<file path="config.mk">
export PLATFORM = sky130hd
export DESIGN_NAME = tca_alu
export DESIGN_NICKNAME = d
export VERILOG_FILES = /design/src/hw/rtl/assert_macros.svh /design/src/hw/rtl/tca_pkg.sv /design/src/hw/rtl/tca_alu.sv
export SDC_FILE = /design/constraint.sdc
export NUM_CORES = 1
export LEC_CHECK = 0
export BUFFER_PORTS_ARGS = -buffer_cell sky130_fd_sc_hd__buf_4
export CORE_ASPECT_RATIO = 2
export CORE_UTILIZATION = 53
export DETAILED_ROUTE_END_ITERATION = 8
export GPL_TIMING_DRIVEN = 0
export PLACE_DENSITY_LB_ADDON = 0.15
export SYNTH_ARGS = -nofsm -noshare
export SYNTH_HDL_FRONTEND = slang
export SYNTH_SLANG_ARGS = --single-unit
</file>
<file path="constraint.sdc">
create_clock -name clock -period 5.3 [get_ports clock]
set_input_delay 0 -clock clock [delete_from_list [all_inputs] [get_ports clock]]
set_output_delay 0 -clock clock [all_outputs]
set_load 0.005 [all_outputs]
</file>
<file path="src/hw/rtl/assert_macros.svh">
// ----------------------------------------------------------------------------
// assert_macros.svh
// Assertion shorthands for clocked properties with a synchronous reset.
// ----------------------------------------------------------------------------
`ifndef ASSERT_MACROS_SVH
`define ASSERT_MACROS_SVH

// same-cycle implication
`define ASSERT_SAME(label, clk, rst, ante, cons, msg) \
   label: assert property (@(posedge clk) disable iff (rst) (ante) |-> (cons)) \
      else $error(msg);

// next-cycle implication
`define ASSERT_NEXT(label, clk, rst, ante, cons, msg) \
   label: assert property (@(posedge clk) disable iff (rst) (ante) |=> (cons)) \
      else $error(msg);

`endif

</file>
<file path="src/hw/rtl/tca_pkg.sv">
`timescale 1ns / 1ps
// ----------------------------------------------------------------------------
// tca_pkg
// Shared types and constants of the task CPU time accounting block.
// ----------------------------------------------------------------------------
package tca_pkg;

   localparam int TASK_SLOTS_DEFAULT = 1024;

   localparam int KIND_W      = 2;
   localparam int STAMP_W     = 64;
   localparam int ID_W        = 10;
   localparam int TOTAL_W     = 64;
   localparam int REQ_TDATA_W = 88;
   localparam int RSP_TDATA_W = 256;

   localparam logic [KIND_W-1:0] KIND_WAKE   = 2'd0;
   localparam logic [KIND_W-1:0] KIND_SWITCH = 2'd1;
   localparam logic [KIND_W-1:0] KIND_READ   = 2'd2;

   typedef struct packed {
      logic [TOTAL_W-1:0] wait_tally;
      logic [TOTAL_W-1:0] run_tally;
      logic [TOTAL_W-1:0] wait_sum;
      logic [TOTAL_W-1:0] run_sum;
      logic               wake_held;
      logic [STAMP_W-1:0] wake_time;
      logic               start_held;
      logic [STAMP_W-1:0] start_time;
   } row_type;

endpackage

</file>
<file path="src/hw/rtl/tca_alu.sv">
`timescale 1ns / 1ps
// ----------------------------------------------------------------------------
// tca_alu
// Shared 64-bit add / subtract unit with a registered result.
// ----------------------------------------------------------------------------
module tca_alu (
   input  logic                        clock,
   input  logic                        op_sub,
   input  logic [tca_pkg::STAMP_W-1:0] opa,
   input  logic [tca_pkg::STAMP_W-1:0] opb,
   output logic [tca_pkg::STAMP_W-1:0] result
);
   import tca_pkg::*;

   logic [STAMP_W-1:0] result_ff;
   logic [STAMP_W-1:0] result_in;

   always_comb begin
      if (op_sub) begin
         result_in = opa - opb;
      end else begin
         result_in = opa + opb;
      end
   end

   always_ff @(posedge clock) begin
      result_ff <= result_in;
   end

   assign result = result_ff;

endmodule

</file>
==> results.cfg, run 1 <==
[status]
status = finished, final reports clean

[die]
fp.coreArea_um2 = 11700
io_pins = 194
die_x_um = 79.5
die_area_um2 = 12500
initial_core_util_pct = 54.4
rows = 56
die_h_um = 157

[pwr]
peakVddDrop_mv = 0.288
power.density_nw_per_um2 = 311
p_leak_nw = 3.76

[sta]
slew_headroom_pct = 51.8
fin_crit_sh_pct = 92.9
max_slew.worst_pin.slew_ns = 0.724
report.final.slew_viol_count = 0
tns_ns = 0
finalHoldWorstSlack_ns = 0.0145
finalWorstPathRequiredPeriod_ns = 4.92
finalHoldViolCount = 0
fmax_mhz = 203
rsz0062_at_grt = false
finalSetupViolCount = 0

[min_path]
hold_path.class = in -> reg

[setup_path]
crit_required_ns = 5.49
crit_fanout = 9
critPathArrivalTime_ns = 5.11
cp-start-kind = primary input
crit_type = in -> reg
cp-end-kind = flip-flop

[synth]
synthArstFlopShare_pct = 0
synth_cell_types = 61
synth.area.top_cells = dfxtp_1 (20%), xnor2_1 (13%), ha_1 (13%)
syn-num-nets = 1034
ys_seq_area_share_pct = 20.1
synth_warnings = 0
synth_commonest_cells = a21oi_1 (114), xnor2_1 (95), nor2_1 (76)
synth_flop_cell = dfxtp_1
synth_largest_area_cell = dfxtp_1
post-synth-top-count-cell = a21oi_1
synth_edf_count = 0
netlist_area_um2 = 6360
avgSynthCellArea_um2 = 7.58
synthCells = 839
synth_top_area_share_pct = 20.1
synth_seq_cells = 64

[final_layout]
fin_nets = 1239
drive_above_1_share_pct = 22.0
area.growth.synth_to_final_pct = 31.4
fillCellCount = 1018
largest_reg_flops = 64
instances_no_fill = 1194
diodes = 0

[detailed_routing]
vias = 7106
routedWlPerCell_um = 18.8
drt-total-wl_um = 22400
drtPass1Iterations = 7
vias_per_cell = 5.95
drt_iter0_drc = 372
drt.antenna.violating_nets = 0
drc = 0

[place]
portBuffers = 192
place_inst = 1176
routabilityCongestion = 1.01
post-dp-hpwl_um = 18500

[grt]
grt_pass1_wl_um = 33600
grt_max_degree = 11
antenna_found_initial = 0
globalRouteOverflowTotal = 0
grt.total_usage_pct = 35.7
grt_pass1_vias = 7045

[cts]
htree_levels = 3
clk_pin_slew_ns = 0.05
cts_buffers = 9
cts_buffer_depth = 2
cts_sinks = 64
clockRootBuffer = clkbuf_16
cts_tree = yes
post-cts-setup-buffers = 0

[job]
drv_cap = 0
==> placed cells by master, fill, tap and decap left out, types with 3 or more instances in the layout <==
cell and instances:
buf_4 192, a21oi_1 114, xnor2_1 95, nor2_1 76, ha_1 64, dfxtp_1 64, nand2_1 57, o21ai_0 45
inv_1 32, a21o_1 31, clkbuf_1 29, xor2_1 29, nor3_1 21, nand4_1 20, a31oi_1 18, o21bai_1 18
nand3_1 15, nor4_1 10, o21a_1 10, clkbuf_16 9, nand2b_1 8, nor2b_1 8, and2_1 8, and3_1 7
or3_1 4, nor3_2 3, buf_2 3, a211oi_1 3, or2_2 3
==> layout make-up <==
| class | instances | area (µm²) | share of cell area (%) |
|---|---|---|---|
| Timing Repair Buffer | 194 | 1460 | 17.5 |
| Clock inverter | 3 | 65.1 | 0.779 |
| Clock buffer | 13 | 250 | 3.00 |
| Tap cell | 145 | 181 | 2.17 |
| Buffer | 31 | 120 | 1.44 |
| Sequential cell | 64 | 1280 | 15.3 |
| Inverter | 32 | 120 | 1.44 |
| Multi-Input combinational cell | 712 | 4870 | 58.3 |
==> layer usage <==
layer  global-route usage, %  routed length [µm]
met4                    34.0                2280
met5                       0                   0
met2                    67.3               11900
met1                    30.1                7010
met3                    5.80                1220
==> per-stage QoR <==
stage / utilization, % / power, mW / setup WS [ns] / instance area, µm²
floorplan: - / 1.37 / 1.22 / 6360
CTS: 71.1 / 2.59 / 0.0782 / 8320
detailed placement: 68.2 / 1.93 / 0.230 / 7980
global route: 71.4 / 2.74 / 0.0324 / 8350
finish: 71.4 / 2.60 / 0.375 / 8350
global placement: 68.2 / 1.92 / 0.247 / 7980
==> cells by family after synthesis <==
family | Yosys count | share of synthesized area [%]
AOI/OAI and AO/OA | 265 | 25.7
xor gates and xnor gates | 124 | 17.1
adders and majority gates | 65 | 12.9
buffers and inverters | 63 | 3.78
DFF | 64 | 20.1
muxes | 1 | 0.157
and+or+nand+nor | 257 | 20.2
==> what timing repair did <==
action	in CTS	in global routing
endpoints found under the hold margin	2	0
endpoints found under the setup margin	0	12
gates resized for setup	0	6
hold buffers	2	0
==> worst paths after layout <==
| path | depth (start not counted) | startpoint | slack (ns) | to |
|---|---|---|---|---|
| setup / recovery | 18 | opb[0] | 0.38 | result[60]$_DFF_P_ |
| hold / removal | 3 | opa[62] | 0.01 | result[62]$_DFF_P_ |
==> report_power, final <==
part           switching [mW]  internal (mW)  total (mW)  leakage, nW
sequential             0.0462          0.652       0.698        0.540
clock                   0.232          0.425       0.657        0.154
combinational           0.653          0.588        1.24         3.07
total                   0.932           1.66        2.60         3.76
==> critical path: stages <==
cell           delay, ns
dlygate4sd3_1       0.53
buf_4               0.14
or3_1               0.37
nor3_2              0.32
and2_1              0.24
nor2b_2             0.34
and2_2              0.25
a21oi_1             0.08
xnor2_1             0.36
ha_1                0.30
clkbuf_1            0.22
and4_1              0.24
a221oi_1            0.38
o41ai_2             0.18
a221o_1             0.42
a221oi_4            0.39
o41ai_1             0.16
xor2_1              0.17
(Power assumes the default switching activity.)
==> run 2: changes to the inputs <==
- HOLD_SLACK_MARGIN: not set -> 0.02
==> run 2 against run 1 <==
Net effect: critical path type unchanged; highest routed layer unchanged; die area did not move; critical endpoint unchanged; non-clock buffer count rose by 2; via count rose by 0.32%.
==> results.cfg, run 2 (synthesis results as in run 1) <==
[detailed_routing]
vias_per_cell = 5.96
drt.antenna.violating_nets = 0
drt_iter0_drc = 317
drt-total-wl_um = 22500
drtPass1Iterations = 6
vias = 7129
drc = 0
routedWlPerCell_um = 18.8

[cts]
post-cts-setup-buffers = 0
cts_buffer_depth = 2
clk_pin_slew_ns = 0.06
cts_buffers = 9
cts_tree = yes
htree_levels = 3
clockRootBuffer = clkbuf_16
cts_sinks = 64

[setup_path]
cp_slowest_cell = dlygate4sd3_1
critPathArrivalTime_ns = 5.11
crit_buf_inv = 3
crit_fanout = 9
cp-end-kind = flip-flop
cp-start-kind = primary input
endpoint = result[60]$_DFF_P_
setup.worst_path.start = opb[0]
crit_required_ns = 5.49
path_depth = 18
crit_type = in -> reg
crit_family = simple AND/OR/NAND/NOR gates
cpPeakStageDelay_ns = 0.53
worstPathCellList = dlygate4sd3_1 -> buf_4 -> or3_1 -> nor3_2 -> and2_1 -> nor2b_2 -> and2_2 -> a21oi_1 -> xnor2_1 -> ha_1 -> clkbuf_1 -> and4_1 -> a221oi_1 -> o41ai_2 -> a221o_1 -> a221oi_4 -> o41ai_1 -> xor2_1

[final_layout]
fin_nets = 1241
final_area_um2 = 8370
largest_reg_flops = 64
diodes = 0
fin_util_pct = 71.6
drive_above_1_share_pct = 22.0
final_cell_mix = buf_4 (192), a21oi_1 (114), xnor2_1 (95), nor2_1 (76)
layout_commonest_cell = buf_4
area.growth.synth_to_final_pct = 31.7

[pwr]
power.density_nw_per_um2 = 310
p_leak_nw = 3.77
peakVddDrop_mv = 0.287

[sta]
report.final.slew_viol_count = 0
fin_crit_sh_pct = 92.7
finalSetupViolCount = 0
finalWorstPathRequiredPeriod_ns = 4.91
rsz0062_at_grt = false
finalHoldViolCount = 0
slew_headroom_pct = 51.4
fmax_mhz = 203
max_slew.worst_pin.slew_ns = 0.721
tns_ns = 0

[grt]
grt_pass1_wl_um = 33600
grt.total_usage_pct = 35.8
globalRouteOverflowTotal = 0
antenna_found_initial = 0
grt_pass1_vias = 7052
grt_max_degree = 11

[die]
die_area_um2 = 12500
initial_core_util_pct = 54.4
rows = 56
die_h_um = 157
fp.coreArea_um2 = 11700
io_pins = 194
die_x_um = 79.5

[status]
status = finished, final reports clean

[place]
placed_cell_area_um2 = 7980
portBuffers = 192
routabilityCongestion = 1.01
post-dp-hpwl_um = 18500

[min_path]
hold_path.class = in -> reg

[job]
drv_cap = 0
[run 2: cell types whose count changed in the layout (fill, tap and decap cells not counted)]
cell,previous run,this run
dlygate4sd3_1,2,4
[run 2: worst min path at each step]
stage / startpoint / to / slack, ns / cells past startpoint
global placement: opa[1] / result[1]$_DFF_P_ / 0.28 / 2
global route: opa[2] / result[2]$_DFF_P_ / 0.09 / 3
finish: opa[2] / result[2]$_DFF_P_ / 0.08 / 3
floorplan: opa[1] / result[1]$_DFF_P_ / 0.17 / 1
CTS: opa[2] / result[2]$_DFF_P_ / 0.07 / 3
detailed placement: opb[0] / result[0]$_DFF_P_ / 0.29 / 3
[run 2: timing repair]
action	in CTS	in global routing
setup endpoints to repair	0	12
hold buffers	4	0
resized for setup	0	6
endpoints found under the hold margin	3	0
[run 2: area by class of cell]
class	instances	area, µm²
Tap cell	145	181
Clock buffer	13	250
Multi-Input combinational cell	712	4870
Buffer	31	120
Fill cell	1015	3330
Inverter	32	120
Timing Repair Buffer	196	1480
Sequential cell	64	1280
Clock inverter	3	65.1
[run 2: tightest hold or removal path: stages]
cell    delay [ns]
buf_4         0.08
ha_1          0.20
xor2_1        0.08
[run 2: power by group]
part	switching, mW	total (mW)	internal (mW)
Combinational	0.654	1.24	0.590
Sequential	0.0464	0.698	0.652
Clock	0.232	0.657	0.425
Total	0.932	2.60	1.67
[run 2: per-layer routing]
metal  GRT usage [%]  vias to the layer above  routed length [µm]
met1            30.2                     3228                7100
met3            5.80                      133                1120
met2            67.4                      339               11900
li1                -                     3429                   -
met5               0                        -                   0
met4            34.0                        0                2320
[run 2: stage by stage]
stage / power [mW] / hold slack, ns / worst slack (ns) / instances
floorplan: 1.37 / 0.167 / 1.22 / 839
global placement: 1.92 / 0.281 / 0.247 / 1176
detailed placement: 1.93 / 0.288 / 0.230 / 1176
CTS: 2.59 / 0.0709 / 0.0782 / 1196
global route: 2.74 / 0.0899 / 0.0476 / 1196
finish: 2.60 / 0.0801 / 0.385 / 1196
